===== src/hdl/nal_eps_pkg.sv =====
// ----------------------------------------------------------------------------
// NAL emulation prevention strip: shared definitions
// Result kinds and the compact result bundle passed from the byte parser to
// the output buffer.
// ----------------------------------------------------------------------------
package nal_eps_pkg;

	localparam logic [1:0] KIND_BYTE   = 2'd0;
	localparam logic [1:0] KIND_END    = 2'd1;
	localparam logic [1:0] KIND_REJECT = 2'd2;

	localparam logic [7:0] EP_BYTE = 8'd3;

	// The words caused by one input byte always come in this order: some
	// held zero bytes, then possibly the byte itself, then possibly an end
	// or reject word.
	typedef struct packed {
		logic [1:0]  zeros;
		logic        byte_v;
		logic [7:0]  data;
		logic        tail_v;
		logic [1:0]  tail_kind;
		logic [15:0] count;
	} nal_eps_res_t;

endpackage


===== src/hdl/nal_emulation_prevention_strip.sv =====
// ----------------------------------------------------------------------------
// NAL emulation prevention strip
// Length-checks one length-prefixed NAL per packet and strips its emulation
// prevention bytes.
// ----------------------------------------------------------------------------
// A byte is taken in every cycle as long as each byte gives at most one output
// word and m_tready stays high. A byte that gives more words (held zeros
// flushed together with the byte and an end word, up to four in all) holds the
// input until its last word is taken, since the output buffer hands out one
// word per cycle while m_tready is high; bytes that give no word never stall.
// Output kind 0 carries a payload byte, kind 1 the byte count at the end of the
// NAL, kind 2 a rejected length; tlast marks the last word from one input byte.
module nal_emulation_prevention_strip (
	input  logic        clk,
	input  logic        arst_n,
	input  logic        s_tvalid,
	output logic        s_tready,
	input  logic [31:0] s_tdata,   // in_byte[7:0], packet_size[24:8], zero pad
	input  logic        s_tuser,   // first_of_packet
	output logic        m_tvalid,
	input  logic        m_tready,
	output logic [23:0] m_tdata,   // out_byte[7:0], byte_count[23:8]
	output logic [1:0]  m_tuser,   // kind[1:0]
	output logic        m_tlast
);

	nal_eps_pkg::nal_eps_res_t res;
	logic                      accept;

	assign accept = s_tvalid && s_tready;

	nal_eps_parser u_parser (
		.clk             (clk),
		.arst_n          (arst_n),
		.accept          (accept),
		.in_byte         (s_tdata[7:0]),
		.first_of_packet (s_tuser),
		.packet_size     (s_tdata[24:8]),
		.res             (res)
	);

	nal_eps_outbuf u_outbuf (
		.clk      (clk),
		.arst_n   (arst_n),
		.load     (accept),
		.res      (res),
		.ready    (s_tready),
		.m_tvalid (m_tvalid),
		.m_tready (m_tready),
		.m_tdata  (m_tdata),
		.m_tuser  (m_tuser),
		.m_tlast  (m_tlast)
	);

endmodule


===== src/hdl/nal_eps_parser.sv =====
// ----------------------------------------------------------------------------
// NAL emulation prevention strip: byte parser
// Holds the packet and NAL state and turns each accepted byte into a result
// bundle in a single pass.
// ----------------------------------------------------------------------------
module nal_eps_parser (
	input  logic                       clk,
	input  logic                       arst_n,
	input  logic                       accept,
	input  logic [7:0]                 in_byte,
	input  logic                       first_of_packet,
	input  logic [16:0]                packet_size,
	output nal_eps_pkg::nal_eps_res_t  res
);

	localparam logic [1:0] PH_IDLE    = 2'd0;
	localparam logic [1:0] PH_LEN_LO  = 2'd1;
	localparam logic [1:0] PH_PAYLOAD = 2'd2;

	logic [1:0]  phase_q, phase_d;
	logic [7:0]  len_hi_q, len_hi_d;
	logic [15:0] payload_left_q, payload_left_d;
	logic [16:0] packet_left_q, packet_left_d;
	logic [1:0]  held_q, held_d;
	logic [15:0] count_q, count_d;

	logic [15:0] len_full;
	logic [16:0] packet_dec;
	logic [15:0] payload_dec;
	logic        term;

	assign len_full    = {len_hi_q, in_byte};
	assign packet_dec  = (packet_left_q != 17'd0) ? packet_left_q - 17'd1 : packet_left_q;
	assign payload_dec = (payload_left_q != 16'd0) ? payload_left_q - 16'd1 : payload_left_q;

	always_comb begin
		phase_d        = phase_q;
		len_hi_d       = len_hi_q;
		payload_left_d = payload_left_q;
		packet_left_d  = packet_left_q;
		held_d         = held_q;
		count_d        = count_q;
		term           = 1'b0;
		res            = '0;
		res.data       = in_byte;
		if (first_of_packet) begin
			held_d         = 2'd0;
			count_d        = 16'd0;
			payload_left_d = 16'd0;
			if (packet_size <= 17'd2) begin
				packet_left_d = 17'd0;
				len_hi_d      = 8'd0;
				res.tail_v    = 1'b1;
				res.tail_kind = nal_eps_pkg::KIND_REJECT;
				phase_d       = PH_IDLE;
			end else begin
				len_hi_d      = in_byte;
				packet_left_d = packet_size - 17'd1;
				phase_d       = PH_LEN_LO;
			end
		end else begin
			unique case (phase_q)
				PH_LEN_LO: begin
					packet_left_d = packet_dec;
					len_hi_d      = in_byte;
					if (len_full == 16'd0 || {1'b0, len_full} > packet_dec) begin
						res.tail_v    = 1'b1;
						res.tail_kind = nal_eps_pkg::KIND_REJECT;
						phase_d       = PH_IDLE;
					end else begin
						payload_left_d = len_full;
						held_d         = 2'd0;
						count_d        = 16'd0;
						phase_d        = PH_PAYLOAD;
					end
				end
				PH_PAYLOAD: begin
					packet_left_d  = packet_dec;
					payload_left_d = payload_dec;
					if (held_q[1] && in_byte <= nal_eps_pkg::EP_BYTE) begin
						held_d = 2'd0;
						if (in_byte == nal_eps_pkg::EP_BYTE) begin
							// Emulation prevention byte: the two zeros are real data.
							res.zeros = 2'd2;
						end else begin
							// Start code prefix: the NAL ends and the zeros are dropped.
							res.tail_v = 1'b1;
							term       = 1'b1;
						end
					end else if (in_byte == 8'd0) begin
						held_d = held_q + 2'd1;
					end else begin
						res.zeros  = held_q;
						res.byte_v = 1'b1;
						held_d     = 2'd0;
					end
					if (!term && payload_dec == 16'd0) begin
						res.zeros  = res.zeros + held_d;
						held_d     = 2'd0;
						res.tail_v = 1'b1;
					end
					count_d       = count_q + {14'd0, res.zeros} + {15'd0, res.byte_v};
					res.tail_kind = nal_eps_pkg::KIND_END;
					res.count     = count_d;
					if (res.tail_v) begin
						phase_d = PH_IDLE;
					end
				end
				default: begin
				end
			endcase
		end
	end

	always_ff @(posedge clk or negedge arst_n) begin
		if (!arst_n) begin
			phase_q        <= PH_IDLE;
			len_hi_q       <= 8'd0;
			payload_left_q <= 16'd0;
			packet_left_q  <= 17'd0;
			held_q         <= 2'd0;
			count_q        <= 16'd0;
		end else if (accept) begin
			phase_q        <= phase_d;
			len_hi_q       <= len_hi_d;
			payload_left_q <= payload_left_d;
			packet_left_q  <= packet_left_d;
			held_q         <= held_d;
			count_q        <= count_d;
		end
	end

endmodule


===== src/hdl/nal_eps_outbuf.sv =====
// ----------------------------------------------------------------------------
// NAL emulation prevention strip: output buffer
// Registers one result bundle and hands its words out one per cycle while m_tready is high.
// ----------------------------------------------------------------------------
module nal_eps_outbuf (
	input  logic                       clk,
	input  logic                       arst_n,
	input  logic                       load,
	input  nal_eps_pkg::nal_eps_res_t  res,
	output logic                       ready,
	output logic                       m_tvalid,
	input  logic                       m_tready,
	output logic [23:0]                m_tdata,   // out_byte[7:0], byte_count[23:8]
	output logic [1:0]                 m_tuser,   // kind[1:0]
	output logic                       m_tlast
);

	logic [1:0]  zeros_q;
	logic        byte_v_q;
	logic        tail_v_q;
	logic [1:0]  tail_kind_q;
	logic [7:0]  data_q;
	logic [15:0] count_q;

	logic        pop;
	logic        last;
	logic [2:0]  remaining;

	assign remaining = {1'b0, zeros_q} + {2'd0, byte_v_q} + {2'd0, tail_v_q};
	assign m_tvalid  = (remaining != 3'd0);
	assign last      = (remaining == 3'd1);
	assign pop       = m_tvalid && m_tready;
	assign ready     = !m_tvalid || (pop && last);
	assign m_tlast   = last;

	always_comb begin
		m_tdata = '0;
		m_tuser = nal_eps_pkg::KIND_BYTE;
		if (zeros_q == 2'd0) begin
			if (byte_v_q) begin
				m_tdata[7:0] = data_q;
			end else begin
				m_tuser = tail_kind_q;
				if (tail_kind_q == nal_eps_pkg::KIND_END) begin
					m_tdata[23:8] = count_q;
				end
			end
		end
	end

	always_ff @(posedge clk or negedge arst_n) begin
		if (!arst_n) begin
			zeros_q  <= 2'd0;
			byte_v_q <= 1'b0;
			tail_v_q <= 1'b0;
		end else if (load) begin
			zeros_q  <= res.zeros;
			byte_v_q <= res.byte_v;
			tail_v_q <= res.tail_v;
		end else if (pop) begin
			if (zeros_q != 2'd0) begin
				zeros_q <= zeros_q - 2'd1;
			end else if (byte_v_q) begin
				byte_v_q <= 1'b0;
			end else begin
				tail_v_q <= 1'b0;
			end
		end
	end

	always_ff @(posedge clk) begin
		if (load) begin
			tail_kind_q <= res.tail_kind;
			data_q      <= res.data;
			count_q     <= res.count;
		end
	end

endmodule


===== config.mk =====
export PLATFORM = sky130hd
export DESIGN_NAME = nal_emulation_prevention_strip
export DESIGN_NICKNAME = d
export VERILOG_FILES = /design/src/hdl/nal_eps_pkg.sv /design/src/hdl/nal_emulation_prevention_strip.sv /design/src/hdl/nal_eps_parser.sv /design/src/hdl/nal_eps_outbuf.sv
export SDC_FILE = /design/constraint.sdc
export NUM_CORES = 1
export LEC_CHECK = 0
export BUFFER_PORTS_ARGS = -buffer_cell sky130_fd_sc_hd__buf_2
export CAP_MARGIN = 20
export CORE_ASPECT_RATIO = 0.7
export CORE_MARGIN = 4
export CORE_UTILIZATION = 55
export CTS_BUF_LIST = sky130_fd_sc_hd__clkbuf_8
export DETAILED_ROUTE_END_ITERATION = 8
export PLACE_DENSITY = 0.75
export SLEW_MARGIN = 10
export SYNTH_ARGS = -nofsm -noshare
export SYNTH_HDL_FRONTEND = slang
export SYNTH_SLANG_ARGS = --single-unit

===== constraint.sdc =====
create_clock -name clk -period 5.9 [get_ports clk]
set_clock_uncertainty 0.05 [all_clocks]
set_input_delay 0.885 -clock clk [delete_from_list [all_inputs] [get_ports clk]]
set_output_delay 0.885 -clock clk [all_outputs]
set_load 0.02 [all_outputs]

==> flow_metrics.tcl <==
set metrics [dict create \
    power.leakage_nw 3.042 \
    met1_usage_pct 43.40 \
    min_from "u_parser.count_q[0]" \
    synthCells 690 \
    hold_depth 1 \
    rsz0062_at_grt "false" \
    syn_nets 758 \
    num_vias 5754 \
    io_pins 66 \
    ys_warn_count 0 \
    yosys-mux-area-fraction_pct 4.705 \
    grt_usage_pct 27.78 \
    antenna_found_initial 0 \
    grt_pass1_wl_um 29430 \
    layout-drive-gt1-share_pct 15.00 \
    dr.pass1.iters 5 \
    period_share_pct 87.41 \
    synth_top_flop_cell "dfrtp_1" \
    dieHeight_um 98.69 \
    synth-seq-cells 91 \
    area_delta_synth_final_pct 9.429 \
    worstReg2RegEnd "u_parser.count_q[15]" \
    wl_per_cell_um 20.53 \
    pwr_density_cell_mw_per_mm2 476.9 \
    wirelength_um 18330 \
    totalPowerFinal_w 0.003373 \
    reg2reg_slack_ns 0.74 \
    ys_types 76 \
    slew_headroom_pct 33.14 \
    place.gp.congestion 0.9522 \
    layout_commonest_cell "dfrtp_1" \
    syn_area_sq_mm 0.006462 \
    synth_xor_area_share_pct 5.692 \
    overflow 0 \
    grtUsageMet2_pct 38.46 \
    layout_common_cells "dfrtp_1, nor2_1, buf_2, nand2_1, a21oi_1" \
    path_class "flop to flop" \
    drtIter0Drc 613 \
    cts_tree "done" \
    outcome "complete, no violations" \
    start_kind "flop" \
    drt-vias-per-instance 6.443 \
    maxCapViolations 0 \
    port_buffers 58 \
    top_usage_layer "met1" \
    clock-root-buffer "clkbuf_8" \
    htreeDepth 3 \
    cts_made_buffers 9 \
    grt_max_degree 66 \
    placementRows 32 \
    yosysSeqAreaShare_pct 37.25 \
    r2r_cells 17 \
    clock.fmax_mhz 193.9 \
    endpoint_kind "flop" \
    hold_viol 0 \
    synth-simple-area-share_pct 24.78 \
    grt_pass1_vias 5477 \
    hold_path_end "u_parser.count_q[0]" \
    worst_pin_slew_ns 1.003 \
    drc 0 \
    cp.required_ns 6.12 \
    dieArea_sq_mm 0.01358 \
    synth-async-reset-ratio_pct 71.43 \
    place_hpwl_um 13540 \
    clockBufferDepth 2 \
    core-area_sq_mm 0.01125 \
    cts.repair.resized 0 \
    setup_viol 0 \
    final.setup.tns_ns 0 \
    slew_viol_final 0 \
    die_x_um 137.6 \
    crit_fanout 6 \
    synth_edf_count 26 \
    cts_hold_buf 0 \
    final_antenna_net_count 0 \
    path_clk_slew_ns 0.10 \
    cp.arrival_ns 5.38 \
    cts_num_sinks 91 \
    finalCriticalPeriod_ns 5.157 \
    ir_drop_mv 0.3002 \
    synth_top_family_by_area "simple AND/OR/NAND/NOR gates" \
    nNetsFinal 803 \
    min_path_type "flop to flop" \
    num_antenna_cells 0 \
    reg2reg_from "u_parser.payload_left_q[0]" \
    synthAdderAreaFrac_pct 6.350 \
    clock_latency_ns 0.38 \
    postCtsSetupRepairBufs 0 \
    avgSynthCellArea_sq_um 9.366 \
    synth_compound_area_share_pct 17.44 \
    gr-usage-met3_pct 7.653 \
    start_util_pct 57.44 \
]
## state kept, by name (all words and copies together) (netlist names)
signal / flops
u_parser.packet_left_q: 17
u_parser.len_hi_q: 8
u_outbuf.byte_v_q: 1
u_parser.held_q: 2
u_parser.count_q: 16
u_outbuf.tail_v_q: 1
u_outbuf.data_q: 8
u_outbuf.tail_kind_q: 2
u_parser.payload_left_q: 16
u_parser.phase_q: 2
u_outbuf.count_q: 16
u_outbuf.zeros_q: 2
## Yosys cell counts (all sizes together), types with 5 or more instances
library cell	count	area share, %
a211o	5	0.68
a211oi	6	0.77
a21o	8	0.93
a21oi	35	2.7
a22o	8	1.1
and2	22	2.1
and3	22	2.1
buf	12	1.2
clkbuf	22	1.3
dfrtp	65	25
edfxtp	26	12
ha	28	5.4
inv	22	1.3
mux2	16	2.8
mux2i	12	1.9
nand2	40	2.6
nand2b	6	0.58
nand3	29	2.2
nand4	18	2.0
nor2	64	3.7
nor2b	7	0.68
nor3	25	1.9
nor4	20	3.3
o211ai	7	0.81
o21a	9	1.0
o21ai	28	2.2
o221ai	5	0.68
o31ai	13	1.5
or2	5	0.48
or4	9	1.2
xnor2	20	2.7
xor2	22	3.0
## worst max-delay path, cell delays in order, from the launching register on
cell and delay [ns]:
dfrtp_1 0.46, inv_1 0.16, ha_1 0.28, nor3b_2 0.43, nand4_1 0.30, mux2i_1 0.45
nand3_1 0.11, or4_1 0.50, a22oi_1 0.30, nor2_1 0.13, ha_1 0.28, nor2b_1 0.12
o21ai_0 0.45, nor2_1 0.19, and3_1 0.27, and3_1 0.22, and3_1 0.17, o22a_1 0.18
## cells by family (layout without fill, tap and decap cells)
family	count (synthesis)	in the layout
adder cells (fa/ha/maj)	31	31
buffers and inverters	56	106
flip-flops	91	91
AO/OA/AOI/OAI	161	161
AND/OR/NAND/NOR	281	281
XOR/XNOR	42	42
multiplexers	28	28
## report_power, final
part,internal [W],switching [W]
logic,0.000671,0.00113
clock network,0.000208,0.000257
registers,0.000869,0.000242
total,0.00175,0.00163
## metal layers
layer	part of all wire [%]	vias to the layer above	routed length, um
li1	-	2669	-
met1	47	2792	8578
met2	41	268	7579
met3	11	25	1989
met4	0.99	0	182
met5	0	-	0
## final cells by class
cell class              instances  area (sq um)
flip-flops and latches         91          2407
multi-input cells             543          3811
fillers                       944          4179
inverters                      22         82.58
clock buffers                   9         123.9
well taps                     153         191.4
clock inverters                 7         90.09
repair buffers                 68         365.4
## metrics by stage
step | hold slack [ns] | instance area (sq um) | setup WS, ns | utilization, % | std cells
after global placement | 0.4299 | 6858 | 0.8071 | 60.95 | 877
after CTS | 0.4675 | 7072 | 0.8133 | 62.86 | 893
after global routing | 0.4808 | 7072 | 0.2213 | 62.86 | 893
after detailed placement | 0.4419 | 6858 | 0.6553 | 60.95 | 877
final | 0.4606 | 7072 | 0.7426 | 62.86 | 893
after floorplan | 0.4142 | 6462 | 1.489 | - | 690
## how the worst max path moves through the flow
stage	to	depth (start not counted)	slack, ns	from
after detailed placement	u_outbuf.count_q[15]	17	0.66	s_tdata[3]
final	u_parser.count_q[15]	17	0.74	u_parser.payload_left_q[0]
after global placement	u_outbuf.count_q[15]	17	0.81	s_tdata[3]
after floorplan	u_parser.count_q[15]	16	1.49	s_tdata[3]
after global routing	u_outbuf.count_q[15]	17	0.22	u_parser.payload_left_q[0]
after CTS	u_parser.count_q[15]	17	0.81	u_parser.payload_left_q[0]
Power figures use the tool's default switching activity.
